===== src/rtl/tsi_pkg.sv =====
`timescale 1ns / 1ps
// ----------------------------------------------------------------------------
// tsi_pkg: shared types and constants of the snapshot interpolator
// Field widths, action and status codes, controller state, command bundles.
// ----------------------------------------------------------------------------
package tsi_pkg;

  localparam int unsigned Entities  = 256;
  localparam int unsigned Depth     = 4;
  localparam int unsigned EntW      = 8;
  localparam int unsigned SlotW     = $clog2(Depth);
  localparam int unsigned AddrW     = EntW + SlotW;
  localparam int unsigned CntW      = $clog2(Depth + 1);
  localparam logic [15:0] NoParent  = 16'hFFFF;

  typedef enum logic [1:0] {
    ACT_INSERT = 2'd0,
    ACT_CLEAR  = 2'd1,
    ACT_QUERY  = 2'd2,
    ACT_NONE   = 2'd3
  } action_e;

  typedef enum logic [1:0] {
    ST_DONE  = 2'd0,
    ST_STALE = 2'd1,
    ST_SKIP  = 2'd2,
    ST_VALID = 2'd3
  } status_e;

  typedef struct packed {
    logic [31:0] stamp;
    logic [31:0] x;
    logic [31:0] y;
    logic [31:0] ang;
    logic [15:0] parent;
  } snap_t;

  typedef enum logic [3:0] {
    S_IDLE, S_INIT, S_RD, S_RDW, S_CHK, S_WR, S_SCAN, S_SCANW,
    S_DIV, S_ADD, S_OUT
  } state_e;

  // controller -> datapath
  typedef struct packed {
    logic       init;      // reset clear pass step
    logic       load;      // capture input transaction
    logic       rd;        // read slot
    logic       rd_cap;    // capture read data
    logic       wr;        // write slot
    logic       wr_clr;    // write reset value
    logic       wr_new;    // write new snapshot (else shifted)
    logic       div_start;
    logic       add;
    logic       out_load;
    logic [1:0] status;
    logic       interp;
    logic [SlotW-1:0] slot;
  } cmd_t;

  // datapath -> controller
  typedef struct packed {
    logic       init_done;
    logic       div_done;
    logic       inrange;
    logic       newer;     // stamp above newest
    logic       zero_t;
    logic       later;     // read stamp > T
    logic       rd_zero;   // read stamp == 0
    logic       prev_ok;   // interpolation allowed
    logic [1:0] action;
  } sts_t;

endpackage


===== src/rtl/tsi_ctrl.sv =====
`timescale 1ns / 1ps
// ----------------------------------------------------------------------------
// tsi_ctrl: sequencer of the snapshot interpolator
// Clear pass, insert shift, clear, query scan and interpolation steps.
// ----------------------------------------------------------------------------
module tsi_ctrl (
  input  logic          clk_i,
  input  logic          rst_ni,
  input  logic          in_valid_i,
  output logic          in_ready_o,
  input  logic          out_valid_i,
  input  tsi_pkg::sts_t sts_i,
  output tsi_pkg::cmd_t cmd_o
);
  import tsi_pkg::*;

  state_e state_q, state_d;
  logic [SlotW-1:0] slot_q, slot_d;
  logic [1:0] st_q, st_d;
  logic interp_q, interp_d;
  logic last;

  assign last = slot_q == SlotW'(Depth - 1);

  always_ff @(posedge clk_i or negedge rst_ni) begin
    if (!rst_ni) begin
      state_q <= S_INIT; slot_q <= '0; st_q <= ST_DONE; interp_q <= 1'b0;
    end else begin
      state_q <= state_d; slot_q <= slot_d; st_q <= st_d; interp_q <= interp_d;
    end
  end

  always_comb begin
    state_d = state_q; slot_d = slot_q; st_d = st_q; interp_d = interp_q;
    case (state_q)
      S_INIT: if (sts_i.init_done) state_d = S_IDLE;
      S_IDLE: if (in_valid_i && !out_valid_i) begin
        state_d = S_CHK; slot_d = '0; st_d = ST_DONE; interp_d = 1'b0;
      end
      S_CHK: begin
        if (!sts_i.inrange) begin
          st_d = (sts_i.action == ACT_QUERY) ? ST_SKIP : ST_DONE;
          state_d = S_OUT;
        end else if (sts_i.action == ACT_CLEAR) begin
          state_d = S_WR;
        end else if (sts_i.action == ACT_INSERT || sts_i.action == ACT_QUERY) begin
          slot_d = SlotW'(Depth - 1); state_d = S_RD;
        end else state_d = S_OUT;
      end
      S_RD: state_d = S_RDW;
      S_RDW: begin
        if (sts_i.action == ACT_INSERT) begin
          if (!sts_i.newer) begin
            st_d = ST_STALE; state_d = S_OUT;
          end else begin
            slot_d = '0; state_d = (Depth > 1) ? S_SCAN : S_WR;
          end
        end else if (sts_i.zero_t || sts_i.rd_zero) begin
          st_d = ST_SKIP; state_d = S_OUT;
        end else begin
          slot_d = '0; state_d = S_SCAN;
        end
      end
      S_SCAN: state_d = S_SCANW;
      S_SCANW: begin
        if (sts_i.action == ACT_INSERT) begin
          // read slot+1 done; write it into slot
          state_d = S_WR;
        end else if (sts_i.later || last) begin
          st_d = ST_VALID;
          if (slot_q == '0) state_d = S_OUT;
          else state_d = S_DIV;
        end else begin
          slot_d = slot_q + 1'b1; state_d = S_SCAN;
        end
      end
      S_WR: begin
        if (last) state_d = S_OUT;
        else begin
          slot_d = slot_q + 1'b1;
          if (sts_i.action == ACT_INSERT && slot_q != SlotW'(Depth - 2))
            state_d = S_SCAN;
        end
      end
      S_DIV: begin
        if (!sts_i.prev_ok) state_d = S_OUT;
        else begin
          interp_d = 1'b1; state_d = S_ADD;
        end
      end
      S_ADD: if (sts_i.div_done) state_d = S_OUT;
      S_OUT: state_d = S_IDLE;
      default: state_d = S_IDLE;
    endcase
  end

  always_comb begin
    cmd_o = '0;
    cmd_o.slot   = slot_q;
    cmd_o.status = st_q;
    cmd_o.interp = interp_q;
    in_ready_o = (state_q == S_IDLE) && !out_valid_i;
    case (state_q)
      S_INIT: cmd_o.init = 1'b1;
      S_IDLE: cmd_o.load = in_valid_i && !out_valid_i;
      S_RD: cmd_o.rd = 1'b1;
      S_SCAN: begin
        cmd_o.rd = 1'b1;
        if (sts_i.action == ACT_INSERT) cmd_o.slot = slot_q + 1'b1;
      end
      S_SCANW: if (sts_i.action == ACT_QUERY) cmd_o.rd_cap = 1'b1;
      S_WR: begin
        cmd_o.wr = 1'b1;
        cmd_o.wr_clr = sts_i.action == ACT_CLEAR;
        cmd_o.wr_new = sts_i.action == ACT_INSERT && last;
      end
      S_DIV: cmd_o.div_start = sts_i.prev_ok;
      S_ADD: cmd_o.add = sts_i.div_done;
      S_OUT: cmd_o.out_load = 1'b1;
      default: ;
    endcase
  end
endmodule


===== config.mk =====
export PLATFORM = sky130hd
export DESIGN_NAME = tsi_ctrl
export DESIGN_NICKNAME = d
export VERILOG_FILES = /design/src/rtl/tsi_pkg.sv /design/src/rtl/tsi_ctrl.sv
export SDC_FILE = /design/constraint.sdc
export NUM_CORES = 1
export LEC_CHECK = 0
export ABC_CLOCK_PERIOD_IN_PS = 2400
export BUFFER_PORTS_ARGS = -buffer_cell sky130_fd_sc_hd__buf_4
export CAP_MARGIN = 10
export CORE_MARGIN = 4
export CORE_UTILIZATION = 51
export DETAILED_ROUTE_END_ITERATION = 8
export PLACE_DENSITY = 0.9
export SLEW_MARGIN = 20
export SYNTH_ARGS = -nofsm -noshare
export SYNTH_HDL_FRONTEND = slang
export SYNTH_SLANG_ARGS = --single-unit

===== constraint.sdc =====
create_clock -name clk_i -period 2.4 [get_ports clk_i]
set_clock_uncertainty 0.05 [all_clocks]
set_input_delay 0.12 -clock clk_i [delete_from_list [all_inputs] [get_ports clk_i]]
set_output_delay 0.12 -clock clk_i [all_outputs]
set_load 0.03 [all_outputs]

# Word-level counts from Yosys, hierarchy flattened
# Cells that the tools add are included.
[word_totals]
regBits = 9
output_inout_bits = 16
wordCells = 104
[classes]
n_addsub = 1
n_eq_ne = 31
mux = 49
reduce_logical = 19
[ops]
columns = ["cell", "n"]
rows = [
  ["4-bit two-way mux", 13],
  ["2-bit two-way mux", 21],
  ["4-bit one-hot mux with 10 select lines", 1],
  ["2-bit inequality test (second input constant)", 12],
  ["4-bit by 3-bit == test with 1-bit output (second input constant)", 4],
  ["3-bit inequality test (second input constant)", 5],
  ["4-bit == test (second input constant)", 3],
  ["1-bit two-way mux", 10],
  ["2-bit one-hot mux with 5 select lines", 1],
  ["10-bit AND reduction", 1],
  ["4-bit by 2-bit == test with 1-bit output (second input constant)", 2],
  ["2-bit one-hot mux with 4 select lines", 1],
  ["7-bit AND reduction", 1],
  ["5-bit nonzero test", 1],
  ["2-bit == test (second input constant)", 2],
  ["4-bit by 1-bit == test with 1-bit output (second input constant)", 1],
  ["1-bit logical AND", 4],
  ["2-bit logical NOT", 2],
  ["4-bit logical NOT", 1],
  ["4-bit AND reduction", 1],
  ["4-bit nonzero test", 1],
  ["1-bit logical OR", 3],
  ["3-bit two-way mux", 1],
  ["3-bit AND reduction", 1],
  ["other kinds (7)", 7],
]

# Logic depth before layout (Yosys ltp)
[logic_depth]
word_depth = 6
mapped_depth = 7
depth_no_buf = 6

# Worst setup path before layout
# OpenSTA, ideal clock, no wires.
[synth_timing]
kind = "reg2reg"
from = "register state_q[2]"
to = "register state_q[3]"
setup_ns = 0.120
arrival_time_ns = 1.937
slack_ns = 0.293
stages_incl_launch_ff = 7
n_path_buf = 2
synth_period_minus_slack_ns = 2.107
path_cell_list = "dfrtp_1 buf_4 or2_1 buf_4 nor3_1 a21oi_1 a31o_1"
[synth_between]
elab_chain_cells = 3
word_cells_on_any_way = 16
classes_between = "eq/ne (13); mux (1); reduce/logical (2)"
[synth_lines]
columns = ["element", "line", "text"]
rows = [
  ["start: declaration", "tsi_ctrl.sv:17", "state_e state_q, state_d;"],
  ["start signal: assignment", "tsi_ctrl.sv:29", "state_q <= state_d; slot_q <= slot_d; st_q <= st_d; interp_q <= interp_d;"],
  ["4-bit by 3-bit == test with 1-bit output (tied with other cells)", "tsi_ctrl.sv:35", "case (state_q)"],
  ["3-bit inequality test (no line) (tied with other cells)", "-", ""],
  ["4-bit AND reduction (no line)", "-", ""],
]
# Parallel ways exist; a longest one is shown, timed or not.
# A chain may end at the register's enable or synchronous reset.

==> results.md <==
* R2R cell count at 5
* Gate Count Post-Synth at 133
* RSZ-0062 raised after global routing: no
* Dpl ws at 0.401 ns
* Period utilization at 94.3%
* Num rows at 15
* Critical path type: reg2out
* WP data arrival at 2.09 ns
* Post-synth ARST share at 100%
* R2r setup slk at 0.38 ns
* Worst-Margin Slew at 0.490 ns
* Synth warnings at 0
* Total CTS buffers at 3
* Final Max Slew Viols at 0
* WL per Instance at 15.5 um
* Setup ws final at 0.136 ns
* Total power at 1.44 mW
* Net count reported at finish at 175
* Fmax achieved at 442 MHz
* Root buffer cell: clkbuf_4
* Vias in the first global route at 973
* Hold Path Class: in2reg
* Routed vias/inst at 6.08
* Post-synthesis sequential element count at 9
* Clock sinks at 9
* Lkg Pwr at 0.604 nW
* Clk buf depth at 2
* CP Capture Type: primary output
* Port bufs at 29
* Max-cap viol count at 0
* Die area at 2760 sq um
* Critical Path Slowest Stage Cell: dfrtp_1
* HPWL after detailed placement at 2.24 mm
* Main area contributors after synthesis: dfrtp_1 20%, nor2_1 5.6%, nand2_1 5.2%, nand2b_1 4.3%, nor3_1 4.0%
* Post-synth net total at 149
* Pwr per Cell Area at 1160 nW/um^2
* Most common cell after layout, fill and taps aside: buf_4
* Placed instance area at 1210 sq um
* Synth top area share at 19.8%
* Final instance area at 1250 sq um
* Cell taking the most area after synthesis: dfrtp_1
* Remaining Overflow, GRT at 0
* P&R area growth vs syn at 23.5%
* Tmin final at 2.26 ns
* Routed wire length at 2.83 mm
* Levels on crit path at 4
* DR DRC count at 0
* Post-synth EDFFs at 0
* CTS clk-pin slew, worst paths at 0.06 ns
* Worst hold path depth at 3
* Gpl congestion at 0.963
* CORE AREA at 1800 sq um
* Worst-Skew Late Latency at 0.26 ns
* Ys flop type: dfrtp_1
* Worst-case headroom to the max-slew limit at 67.3%
* Die H at 52.5 um
* Routed Antenna Nets at 0
* Initial drt markers at 46
* Endpoints failing setup at 0
* First-pass GRT wire length at 4.52 mm
* Global Route Usage Sum at 22.1%
* Final hold vios at 0
* Slowest cell delay on critical path at 0.55 ns
* Avg Cell Area, Syn at 7.60 sq um
* Mapped Area at 1010 sq um
* CP delay by family, top: simple AND/OR/NAND/NOR gates
* VDD IR max at 0.00104 V
* Status: completed
* Post_cts resized at 0
* Setup TNS at 0 ns
* CTS H-tree depth at 1
* CP Buf/Inv Count at 1
* Post-synthesis sequential area ratio at 22.4%
* Antenna Cells at 0
* Synth cell types at 48
* CTS tree: yes
* CP Data Required Time at 2.23 ns
* Worst Path Max Fanout at 14
* Crit path launch type: register
* Initial antenna violation count at 0
* Largest net degree at the start of global routing at 19
* Most frequent cells in the layout: 31 x buf_4, 15 x nor2_1, 14 x nand2_1, 8 x nor3_1, 8 x dfrtp_1
* Die width at 52.5 um
* Starting Density at 56.1%
* Layout cells sized above 1 at 29.7%
* IO Pins at 30
* Critical-path cell list: nand2b_1 > or3_1 > mux2_1 > buf_4
* Vias at 1113
* Drt first pass iters at 4
[report_power, final]
group / internal, mW / switching, mW
clock network: 0.0636 / 0.0461
logic: 0.413 / 0.570
registers: 0.214 / 0.135
[state kept, by name, indices dropped and copies added, names as in the netlist]
register	cells
state_q	4
slot_q	2
st_q	2
interp_q	1
[synth_stat cells (all sizes together) (2+ instances only)]
master and instances:
a211oi 2, a21oi 7, ha 2, dfrtp 8, inv 7, or2 3
nand2b 7, nor3 8, a31oi 2, o21ai 9, nor4 5, buf 9
mux2 5, nor2 15, and3 2, nor2b 3, clkbuf 2, nand2 15
o22ai 2
[repair_timing]
action                                  CTS  global route
hold buffers                              1             0
buffers inserted                          0             0
hold endpoints to repair                  9             0
endpoints found under the setup margin    0             0
[worst paths after layout]
check / start / end
setup reg to reg: state_q[1] / slot_q[0]
hold / removal: sts_i[2] / interp_q
max in group asynchronous: rst_ni / state_q[0]
hold reg to reg: st_q[0] / st_q[0]
setup / recovery: state_q[3] / cmd_o[1]
min in group asynchronous: rst_ni / state_q[2]
[kinds of logic (layout without fill, tap and decap cells)]
kind of cell / count (synthesis) / in the layout / share of synthesized area, %
AOI/OAI and AO/OA: 34 / 34 / 24.3
xor gates and xnor gates: 1 / 1 / 0.866
adders and majority gates: 2 / 2 / 2.47
buffers and inverters: 18 / 43 / 8.79
DFF: 9 / 9 / 22.4
muxes: 5 / 5 / 6.31
and+or+nand+nor: 64 / 64 / 34.9
[tightest hold or removal path, stage by stage]
cell	delay (ns)
buf_4	0.08
nand2_1	0.09
nand2_1	0.07
[through the flow]
stage / hold slack (ns) / std cells / utilization (%)
floorplan: -0.226 / 133 / -
global placement: -0.105 / 178 / 67.3
detailed placement: -0.105 / 178 / 67.3
CTS: 0.0972 / 183 / 69.3
global route: 0.114 / 183 / 69.3
finish: 0.100 / 183 / 69.3
[routing by layer]
layer  global-route usage (%)  up-vias  wire length [um]
met5                        0        -                 0
met4                     4.26        0                21
met3                     5.13        4               207
met2                     36.4       60              1420
met1                     29.3      519              1180
li1                         -      530                 -
[cell type report]
class | count | area [sq um]
fill | 157 | 553
tap | 25 | 31.3
inverter | 7 | 26.3
sequential | 9 | 226
multi-input combinational | 106 | 696
clock buffer | 4 | 26.3
timing repair buffer | 32 | 243
Power figures use the tool's default switching activity.
